===== src/hw/rtl/sit_pkg.sv =====
// shared types, widths and arithmetic helpers for the segment intersection test
package sit_pkg;

    // coordinate width and derived arithmetic widths
    localparam int COORD_W = 16;
    localparam int DIFF_W  = COORD_W + 1;
    localparam int MUL_W   = 2 * DIFF_W;
    localparam int PROD_W  = 2 * COORD_W + 3;

    // stream widths
    localparam int S_DATA_W = ((8 * COORD_W + 7) / 8) * 8;
    localparam int M_DATA_W = 8;

    // the two segments as received
    typedef struct packed {
        logic signed [COORD_W-1:0] q2y;
        logic signed [COORD_W-1:0] q2x;
        logic signed [COORD_W-1:0] q1y;
        logic signed [COORD_W-1:0] q1x;
        logic signed [COORD_W-1:0] p2y;
        logic signed [COORD_W-1:0] p2x;
        logic signed [COORD_W-1:0] p1y;
        logic signed [COORD_W-1:0] p1x;
    } seg_pair_t;

    // direction vectors and endpoint offsets
    typedef struct packed {
        logic signed [DIFF_W-1:0] ux;
        logic signed [DIFF_W-1:0] uy;
        logic signed [DIFF_W-1:0] wx;
        logic signed [DIFF_W-1:0] wy;
        logic signed [DIFF_W-1:0] aq1x;
        logic signed [DIFF_W-1:0] aq1y;
        logic signed [DIFF_W-1:0] aq2x;
        logic signed [DIFF_W-1:0] aq2y;
        logic signed [DIFF_W-1:0] bp1x;
        logic signed [DIFF_W-1:0] bp1y;
        logic signed [DIFF_W-1:0] bp2x;
        logic signed [DIFF_W-1:0] bp2y;
    } diff_t;

    // cross products, squared lengths and projections
    typedef struct packed {
        logic signed [PROD_W-1:0] a11;
        logic signed [PROD_W-1:0] a12;
        logic signed [PROD_W-1:0] a21;
        logic signed [PROD_W-1:0] a22;
        logic signed [PROD_W-1:0] len1;
        logic signed [PROD_W-1:0] len2;
        logic signed [PROD_W-1:0] tp1;
        logic signed [PROD_W-1:0] tp2;
        logic signed [PROD_W-1:0] tq1;
        logic signed [PROD_W-1:0] tq2;
        logic                     starts_equal;
    } prod_t;

    // signed difference of two coordinates, one bit wider
    function automatic logic signed [DIFF_W-1:0] sub_c(
        input logic signed [COORD_W-1:0] a,
        input logic signed [COORD_W-1:0] b
    );
        logic signed [DIFF_W-1:0] ea;
        logic signed [DIFF_W-1:0] eb;
        ea = DIFF_W'(a);
        eb = DIFF_W'(b);
        return ea - eb;
    endfunction

    // 2-D cross product ax*by - ay*bx
    function automatic logic signed [PROD_W-1:0] cross2(
        input logic signed [DIFF_W-1:0] ax,
        input logic signed [DIFF_W-1:0] ay,
        input logic signed [DIFF_W-1:0] bx,
        input logic signed [DIFF_W-1:0] by
    );
        logic signed [MUL_W-1:0] m1;
        logic signed [MUL_W-1:0] m2;
        m1 = ax * by;
        m2 = ay * bx;
        return PROD_W'(m1) - PROD_W'(m2);
    endfunction

    // 2-D dot product ax*bx + ay*by
    function automatic logic signed [PROD_W-1:0] dot2(
        input logic signed [DIFF_W-1:0] ax,
        input logic signed [DIFF_W-1:0] ay,
        input logic signed [DIFF_W-1:0] bx,
        input logic signed [DIFF_W-1:0] by
    );
        logic signed [MUL_W-1:0] m1;
        logic signed [MUL_W-1:0] m2;
        m1 = ax * bx;
        m2 = ay * by;
        return PROD_W'(m1) + PROD_W'(m2);
    endfunction

endpackage


===== src/hw/rtl/sit_decide_stage.sv =====
// third stage: sign and range decisions into the result register
module sit_decide_stage (
    input  logic           aclk,
    input  logic           aresetn,
    input  logic           en,
    input  logic           valid_in,
    input  sit_pkg::prod_t p,
    output logic           valid_out,
    output logic           meet_out
);

    logic valid_reg;
    logic meet_reg;
    logic meet_next;
    logic on_p_line;
    logic on_q_line;
    logic p_straddle;
    logic q_straddle;
    logic p_longer;
    logic q_proper;
    logic ovl_p;
    logic ovl_q;

    // straddle tests and interval overlap on the longer segment
    always_comb begin
        on_p_line  = (p.a11 == '0) && (p.a12 == '0);
        on_q_line  = (p.a21 == '0) && (p.a22 == '0);
        p_straddle = ((p.a11 >= 0) && (p.a12 <= 0)) || ((p.a11 <= 0) && (p.a12 >= 0));
        q_straddle = ((p.a21 >= 0) && (p.a22 <= 0)) || ((p.a21 <= 0) && (p.a22 >= 0));
        p_longer   = p.len1 > p.len2;
        q_proper   = p.len2 > 0;
        ovl_p      = ((p.tp1 <= p.len1) || (p.tp2 <= p.len1)) &&
                     ((p.tp1 >= 0) || (p.tp2 >= 0));
        ovl_q      = ((p.tq1 <= p.len2) || (p.tq2 <= p.len2)) &&
                     ((p.tq1 >= 0) || (p.tq2 >= 0));
        priority if (on_p_line) begin
            priority if (p_longer) begin
                meet_next = ovl_p;
            end else if (q_proper) begin
                meet_next = on_q_line && ovl_q;
            end else begin
                meet_next = p.starts_equal;
            end
        end else if (p_straddle) begin
            meet_next = q_straddle;
        end else begin
            meet_next = 1'b0;
        end
    end

    // result valid
    always_ff @(posedge aclk) begin
        if (!aresetn) begin
            valid_reg <= 1'b0;
        end else if (en) begin
            valid_reg <= valid_in;
        end
    end

    // result payload
    always_ff @(posedge aclk) begin
        if (en) begin
            meet_reg <= meet_next;
        end
    end

    assign valid_out = valid_reg;
    assign meet_out  = meet_reg;

endmodule


===== config.mk =====
export PLATFORM = sky130hd
export DESIGN_NAME = sit_decide_stage
export DESIGN_NICKNAME = d
export VERILOG_FILES = /design/src/hw/rtl/sit_pkg.sv /design/src/hw/rtl/sit_decide_stage.sv
export SDC_FILE = /design/constraint.sdc
export NUM_CORES = 1
export LEC_CHECK = 0
export BUFFER_PORTS_ARGS = -buffer_cell sky130_fd_sc_hd__buf_4
export CELL_PAD_IN_SITES_DETAIL_PLACEMENT = 0
export CELL_PAD_IN_SITES_GLOBAL_PLACEMENT = 1
export CORE_AREA = 5 5 135 137
export CTS_CLUSTER_SIZE = 30
export DETAILED_ROUTE_END_ITERATION = 16
export DIE_AREA = 0 0 140 142
export HOLD_SLACK_MARGIN = 0.06
export PLACE_DENSITY = 0.93
export SETUP_SLACK_MARGIN = 0.02
export SYNTH_ARGS = -nofsm -noshare
export SYNTH_HDL_FRONTEND = slang
export SYNTH_SLANG_ARGS = --single-unit

===== constraint.sdc =====
create_clock -name aclk -period 6.3 [get_ports aclk]
set_input_delay 0.63 -clock aclk [delete_from_list [all_inputs] [get_ports aclk]]
set_output_delay 0.63 -clock aclk [all_outputs]
set_load 0.01 [all_outputs]

==> results of run 1 <==
## sequential cells by signal, indices dropped and copies added, names as in the netlist
| register | cells |
|---|---|
| meet_out | 1 |
| valid_out | 1 |
## worst reg2reg max path, stage by stage (launching register included)
cell and delay, ps:
dfxtp_1 290, mux2i_1 120, nor2b_1 60
## cell type report
type,count,area [um^2],share of cell area
Clock buffer,4,78.8,0.0103
Multi-Input combinational cell,525,4290,0.560
Timing Repair Buffer,356,2670,0.349
Tap cell,225,282,0.0367
Sequential cell,2,50.0,0.00653
Inverter,78,293,0.0382
## layout by cell type (no fill, tap or decap), types with 5 or more instances in the layout
cell type and n:
nand4_1 33, a211oi_1 9, a21o_1 12, nor3_1 14, o21ai_0 16, nor2b_1 5
nand3_1 26, nor4_1 43, nor2_1 15, nand2_1 47, ha_1 175, o21ai_1 7
inv_1 78, a21oi_1 62, buf_4 356, and4_1 7
## cell families (layout without fill, tap and decap cells)
kind of cell,Yosys count,count (layout)
AOI/OAI and AO/OA,142,142
xor gates and xnor gates,1,1
adders and majority gates,175,175
buffers and inverters,78,438
DFF,2,2
muxes,2,2
and+or+nand+nor,205,205
## worst paths after layout
path	slack, ps	depth (start not counted)	end
worst max-delay path	3380	11	meet_out
worst min-delay path	510	2	valid_out
worst max register to register	5720	2	valid_out
worst min register to register	510	2	valid_out
## through the flow
stage	cell area, um^2	instances
floorplan	4630	605
global placement	7590	1186
detailed placement	7590	1186
CTS	7670	1190
global route	7670	1190
finish	7670	1190
## report_power, final
| part | total (W) | internal [W] | switching, W |
|---|---|---|---|
| clock network | 0.000102 | 0.0000836 | 0.0000183 |
| registers | 0.0000159 | 0.0000150 | 0.000000905 |
| logic | 0.000461 | 0.000255 | 0.000206 |
## layer usage
layer  vias up  wire (um)
li1       3063          -
met1      2769       9180
met2       250      12200
met3        35       1970
met4         2        520
met5         -         11
==> flow_summary.json, run 1 <==
{
  "outcome": "complete, no violations",
  "synth_flop_cell": "edfxtp_1",
  "max_stage_delay_ps": 520,
  "finalNetCount": 1496,
  "critPathCaptureType": "flip-flop",
  "io_pins": 357,
  "drt_iter0_drc": 156,
  "yosys_warnings": 0,
  "drc_errors": 0,
  "cts_max_path_buffers": 2,
  "use_met2": 0.432,
  "cp.required_ps": 6260,
  "final-setup-viol-count": 0,
  "met3_usage": 0.0689,
  "clkTransAtPathRegs_ps": 30,
  "vias_per_cell": 5.14,
  "dr.pass1.iters": 5,
  "path_class": "primary input to flip-flop",
  "synth-compound-area-share": 0.203,
  "grt_usage": 0.228,
  "antenna_cells": 0,
  "muxShareOfSynthArea": 0.00432,
  "n_fill_cell": 1746,
  "holdBufCountCts": 0,
  "syn_nets": 1135,
  "antenna_found_initial": 2,
  "fmax_mhz": 342,
  "num_vias": 6119,
  "dp_hpwl_mm": 22.8,
  "gr-total-overflow": 0,
  "worst_pin_slew_ps": 578,
  "grt_pass1_wl_mm": 35.2,
  "yosysTopAreaCell": "ha_1",
  "tns_ps": 0,
  "synth_edf_count": 1,
  "yosysSeqAreaShare": 0.0108,
  "period_needed_ps": 2920,
  "num_rows": 48,
  "startpoint_type": "primary input",
  "drt-total-wl_mm": 23.9,
  "post-place-ws_ps": 3120,
  "maxCapViolCount": 0,
  "die_height_um": 142,
  "post_cts_buffers": 0,
  "area_growth_syn_to_layout_pct": 65.5,
  "synthDistinctLibCells": 52,
  "fin_ws_ps": 3380,
  "peakVddDrop_v": 0.0000575,
  "synth_top_family_by_area": "adder cells",
  "async_reset_ff_frac": 0,
  "synth_area_per_cell_um2": 7.66,
  "die_w_um": 140,
  "finalClockSkew_ps": 0,
  "gr-max-usage-layer": "met2",
  "cp_num_buf_inv": 2,
  "total_power_w": 0.000579,
  "synth-xor-area-share": 0.00189,
  "r2r_start": "valid_out",
  "port_buffers": 356,
  "hold_viol_final": 0,
  "grt_pass1_vias": 6476,
  "postSynthCellCount": 605,
  "synth_adder_area_share": 0.473,
  "synth_common_cells": "ha_1 (175), inv_1 (78), a21oi_1 (62)",
  "worst_setup_path_startpoint": "p[175]",
  "worstPathCellList": "buf_4 > inv_1 > ha_1 > nand4_1 > nor4_2 > nand3_1 > o22ai_1 > nor4_2 > mux2i_1 > o311ai_2 > o211ai_2",
  "place.gp.congestion": 0.934,
  "synth_area_leaders": "ha_1 (47%), a21oi_1 (6.7%), inv_1 (6.3%)",
  "worstPathArrival_ps": 2880,
  "yosysMostFrequentCell": "ha_1",
  "clk_latency_ps": 230,
  "slew_headroom": 0.611,
  "synthSimpleGateAreaFrac": 0.245,
  "p_leak_nw": 4.12,
  "drive_gt1_frac": 0.387,
  "cts.sinks": 2,
  "synth_top_area_frac": 0.473,
  "cts_tree": "yes",
  "critPathMaxFanout": 3,
  "rsz0062_at_grt": "no",
  "die_area_mm2": 0.0199,
  "holdWs_ps": 512,
  "finalMaxSlewViolations": 0,
  "cts_buffers": 3,
  "power.density_mw_per_mm2": 75.5,
  "min_period_over_period": 0.464,
  "met1_usage": 0.252,
  "wl_per_cell_um": 20.1,
  "crit_path_frequent_cell": "nor4_2",
  "ant_nets": 0,
  "cpMaxStageDelayCell": "nor4_2",
  "ys_seq_elements": 2,
  "cts_root_buffer": "clkbuf_16",
  "min_from": "valid_out",
  "design.core.area_mm2": 0.0169,
  "grt_max_degree": 5,
  "fin_util": 0.453,
  "htreeDepth": 1,
  "cts.repair.resized": 0,
  "syn_area_mm2": 0.00463,
  "hold_path.class": "flip-flop to flip-flop",
  "start_util": 0.274,
  "crit_family": "simple AND/OR/NAND/NOR gates"
}
Note: power is estimated with default switching activity, not from simulation.
==> run 2, diff against run 1 <==
- CORE_AREA: 5 5 135 137 -> not set
- CORE_MARGIN: not set -> 5
- CORE_UTILIZATION: not set -> 27
- DIE_AREA: 0 0 140 142 -> not set
- PLACE_DENSITY: 0.93 -> 0.91
- clock period: 6.3 -> 2.89 ns (I/O delays scaled with it)
==> run 2 against run 1 <==
Worst setup slack got worse by 3000 ps. Final cell count down 0.17%. Sequential power increased by 110%. Via count decreased by 2.6%. First-iteration DRC count rose by 7.1%. Total power grew 120%. Largest cell class unchanged. Largest power group unchanged.
==> flow_summary.json, run 2 (synthesis results as in run 1) <==
{
  "p_sw_frac": 0.384,
  "area_growth_syn_to_layout_pct": 65.7,
  "die_w_um": 141,
  "cts_tree": "yes",
  "grt_pass1_wl_mm": 32.8,
  "place.gp.congestion": 0.873,
  "worst_pin_slew_ps": 774,
  "worstPathArrival_ps": 2510,
  "cts_buffers": 3,
  "tns_ps": 0,
  "grt_usage": 0.212,
  "vias_per_cell": 5.02,
  "die_area_mm2": 0.0199,
  "power.density_mw_per_mm2": 163,
  "gr-total-overflow": 0,
  "io_pins": 357,
  "holdBufCountCts": 0,
  "port_buffers": 356,
  "finalClockSkew_ps": 0,
  "num_rows": 47,
  "drive_gt1_frac": 0.388,
  "hold_viol_final": 0,
  "outcome": "complete, no violations",
  "period_needed_ps": 2550,
  "cp.required_ps": 2840,
  "dr.pass1.iters": 4,
  "drt-total-wl_mm": 22.6,
  "drc_errors": 0,
  "grt_max_degree": 5,
  "drt_iter0_drc": 167,
  "total_power_w": 0.00125,
  "peakVddDrop_v": 0.000203,
  "finalNetCount": 1498,
  "fin_util": 0.460,
  "startpoint_type": "primary input",
  "critPathCaptureType": "flip-flop",
  "p_int_w": 0.000771,
  "die_height_um": 141,
  "cts_max_path_buffers": 2,
  "clk_latency_ps": 220,
  "dp_hpwl_mm": 21.7,
  "grt_pass1_vias": 6465,
  "design.core.area_mm2": 0.0167,
  "start_util": 0.277,
  "fmax_mhz": 391,
  "finalMaxSlewViolations": 0,
  "maxCapViolCount": 0,
  "p_comb_frac": 0.799,
  "post_cts_buffers": 0,
  "antenna_found_initial": 1,
  "p_leak_nw": 4.13,
  "clkTransAtPathRegs_ps": 30,
  "holdWs_ps": 294,
  "min_period_over_period": 0.884,
  "cts.sinks": 2,
  "hold_path.class": "primary input to flip-flop",
  "slew_headroom": 0.479,
  "final_common_cell": "buf_4",
  "final_cell_mix": "buf_4 (358), ha_1 (175), inv_1 (78)",
  "wl_per_cell_um": 19.0,
  "path_class": "primary input to flip-flop",
  "final-setup-viol-count": 0,
  "cts_root_buffer": "clkbuf_16",
  "ant_nets": 0,
  "rsz0062_at_grt": "no",
  "critPathMaxFanout": 3,
  "num_vias": 5962,
  "cts.repair.resized": 0,
  "clkPwrFrac": 0.174,
  "pwr-share-seq": 0.027,
  "switchingPower_w": 0.000480,
  "htreeDepth": 1
}
[run 2: cell types whose count changed in the layout (fill, tap and decap cells not counted)]
cell,previous run,this run
buf_4,356,358
diode_2,0,1
[run 2: final timing paths]
path | end | cells past startpoint | slack, ps | start
max | meet_out | 11 | 340 | p[175]
min reg2reg | valid_out | 2 | 530 | valid_out
min | meet_out | 1 | 290 | en
max reg2reg | valid_out | 2 | 2290 | valid_out
[run 2: metrics by stage]
step                cell area (um^2)  cells  setup WS (ps)
floorplan                       4630    605            653
global placement                7600   1183           16.6
detailed placement              7600   1183           47.3
CTS                             7670   1187            248
global route                    7680   1188           71.8
finish                          7680   1188            336
[run 2: worst max-delay path, stage by stage]
cell and delay, ps:
buf_4 90, inv_1 60, ha_1 330, nand4_1 190, nor4_2 470, nand3_1 170, o22ai_1 290, nor4_2 70
mux2i_1 130, o311ai_2 300, o211ai_2 120
[run 2: power groups by stage]
stage | Combinational, W | Sequential, W | Clock (W)
6_report | 0.000999 | 0.0000338 | 0.000218
5_1_grt | 0.00112 | 0.0000342 | 0.000225
4_1_cts | 0.00101 | 0.0000340 | 0.000221
3_5_place_dp | 0.00100 | 0.0000341 | 0
3_3_place_gp | 0.000983 | 0.0000347 | 0
2_1_floorplan | 0.000448 | 0.0000348 | 0
[run 2: per-layer routing]
metal | track usage | up-vias | share of wire
li1 | - | 3076 | -
met1 | 0.216 | 2655 | 0.36
met2 | 0.435 | 211 | 0.56
met3 | 0.0450 | 20 | 0.068
met4 | 0.0469 | 0 | 0.021
met5 | 0 | - | 0
[run 2: cell type report]
class,instances,area [um^2]
fillers,1767,9020
multi-input cells,525,4290
repair buffers,358,2690
inverters,78,293
well taps,220,275
clock buffers,4,78.8
flip-flops and latches,2,50.0
diodes,1,2.50
==> run 3, diff against run 2 <==
- RECOVER_POWER: not set -> 100
==> run 3 against run 2 <==
Count of clock-buffer cells in the layout unchanged. Fmax about the same. Worst setup slack about the same. Utilization is 0.067 points lower. Sequential power hardly changed. Hold slack improved by 7.1 ps. Die area is the same. Clock skew unchanged. Via count barely moved. Non-clock buffer count is the same. Total power down 0.19%. Clock power barely moved. Critical path type unchanged. Critical endpoint unchanged.
==> flow_summary.json, run 3 (synthesis results as in run 1) <==
{
  "outcome": "complete, no violations",
  "clkPwrFrac": 0.175,
  "holdBufCountCts": 0,
  "p_sw_frac": 0.384,
  "area_growth_syn_to_layout_pct": 65.5,
  "grt_max_degree": 5,
  "crit_path_frequent_cell": "nor4_2",
  "vias_per_cell": 5.02,
  "period_needed_ps": 2550,
  "critPathCaptureType": "flip-flop",
  "maxCapViolCount": 0,
  "worst_pin_slew_ps": 774,
  "design.core.area_mm2": 0.0167,
  "antenna_found_initial": 1,
  "gr-total-overflow": 0,
  "place.gp.congestion": 0.873,
  "cts.repair.resized": 0,
  "io_pins": 357,
  "switchingPower_w": 0.000480,
  "clkTransAtPathRegs_ps": 30,
  "path_class": "primary input to flip-flop",
  "final-setup-viol-count": 0,
  "peakVddDrop_v": 0.000203,
  "crit_family": "simple AND/OR/NAND/NOR gates",
  "drc_errors": 0,
  "hold_path.class": "primary input to flip-flop",
  "grt_pass1_vias": 6465,
  "drt-total-wl_mm": 22.6,
  "final_common_cell": "buf_4",
  "fin_ws_ps": 335,
  "cts.sinks": 2,
  "post_cts_buffers": 0,
  "grt_usage": 0.212,
  "cts_buffers": 3,
  "cts_root_buffer": "clkbuf_16",
  "port_buffers": 356,
  "slew_headroom": 0.479,
  "cts_tree": "yes",
  "num_vias": 5965,
  "final_cell_mix": "buf_4 (355), ha_1 (175), inv_1 (78)",
  "post-place-ws_ps": 47.3,
  "finalMaxSlewViolations": 0,
  "die_w_um": 141,
  "ant_nets": 0,
  "die_area_mm2": 0.0199,
  "cts_max_path_buffers": 2,
  "dp_hpwl_mm": 21.7,
  "power.density_mw_per_mm2": 163,
  "startpoint_type": "primary input",
  "wl_per_cell_um": 19.0,
  "cp.required_ps": 2840,
  "max_stage_delay_ps": 470,
  "grt_pass1_wl_mm": 32.8,
  "drt_iter0_drc": 177,
  "dr.pass1.iters": 4,
  "tns_ps": 0,
  "hold_viol_final": 0,
  "clk_latency_ps": 220,
  "min_period_over_period": 0.884,
  "htreeDepth": 1,
  "critPathMaxFanout": 3,
  "cp_num_buf_inv": 2,
  "p_int_w": 0.000768,
  "rsz0062_at_grt": "no",
  "finalNetCount": 1498,
  "drive_gt1_frac": 0.385,
  "die_height_um": 141,
  "fmax_mhz": 391,
  "cpMaxStageDelayCell": "nor4_2",
  "p_leak_nw": 4.12,
  "p_comb_frac": 0.798,
  "worstPathArrival_ps": 2510,
  "num_rows": 47,
  "finalClockSkew_ps": 0,
  "start_util": 0.277,
  "pwr-share-seq": 0.027,
  "worstPathCellList": "buf_4 > inv_1 > ha_1 > nand4_1 > nor4_2 > nand3_1 > o22ai_1 > nor4_2 > mux2i_1 > o311ai_2 > o211ai_2"
}
run 3: changes by cell type in the layout (fill, tap and decap cells not counted), sizes merged:
| cell | change |
|---|---|
| buf | -3 |
| clkbuf | +3 |
run 3: layout make-up:
| cell class | instances | area [um^2] |
|---|---|---|
| fill | 1771 | 9030 |
| tap | 220 | 275 |
| timing repair buffer | 358 | 2680 |
| sequential | 2 | 50.0 |
| antenna | 1 | 2.50 |
| multi-input combinational | 525 | 4290 |
| clock buffer | 4 | 78.8 |
| inverter | 78 | 293 |
run 3: worst paths after layout:
path,start,end,slack [ps],cells after the start
max,p[175],meet_out,340,11
min,aresetn,valid_out,300,2
max reg2reg,valid_out,valid_out,2290,2
min reg2reg,valid_out,valid_out,530,2
run 3: through the flow:
step / std cells / area, um^2 / utilization / power, W / hold slack, ps
final: 1188 / 7670 / 0.459 / 0.00125 / 301
after global routing: 1188 / 7670 / 0.459 / 0.00138 / 319
after CTS: 1187 / 7670 / 0.460 / 0.00126 / 290
after detailed placement: 1183 / 7600 / 0.455 / 0.00104 / 523
after global placement: 1183 / 7600 / 0.455 / 0.00102 / 501
after floorplan: 605 / 4630 / - / 0.000483 / 401
run 3: worst reg2reg max path: cells and delay by family (launching register included):
family	cells	cell delay [ps]
DFF	1	290
muxes	1	120
and+or+nand+nor	1	60
run 3: power by group through the flow:
stage | clock, W | sequential (W) | combinational, W
floorplan | 0 | 0.0000348 | 0.000448
global placement | 0 | 0.0000347 | 0.000983
detailed placement | 0 | 0.0000341 | 0.00100
CTS | 0.000221 | 0.0000340 | 0.00101
global route | 0.000225 | 0.0000341 | 0.00112
finish | 0.000218 | 0.0000338 | 0.000996
run 3: routing by layer:
layer	GRT usage	routed length, um	up-vias
met5	0	0	-
met4	0.0469	469	0
met3	0.0450	1530	20
met2	0.435	12600	211
met1	0.216	8060	2657
li1	-	-	3077
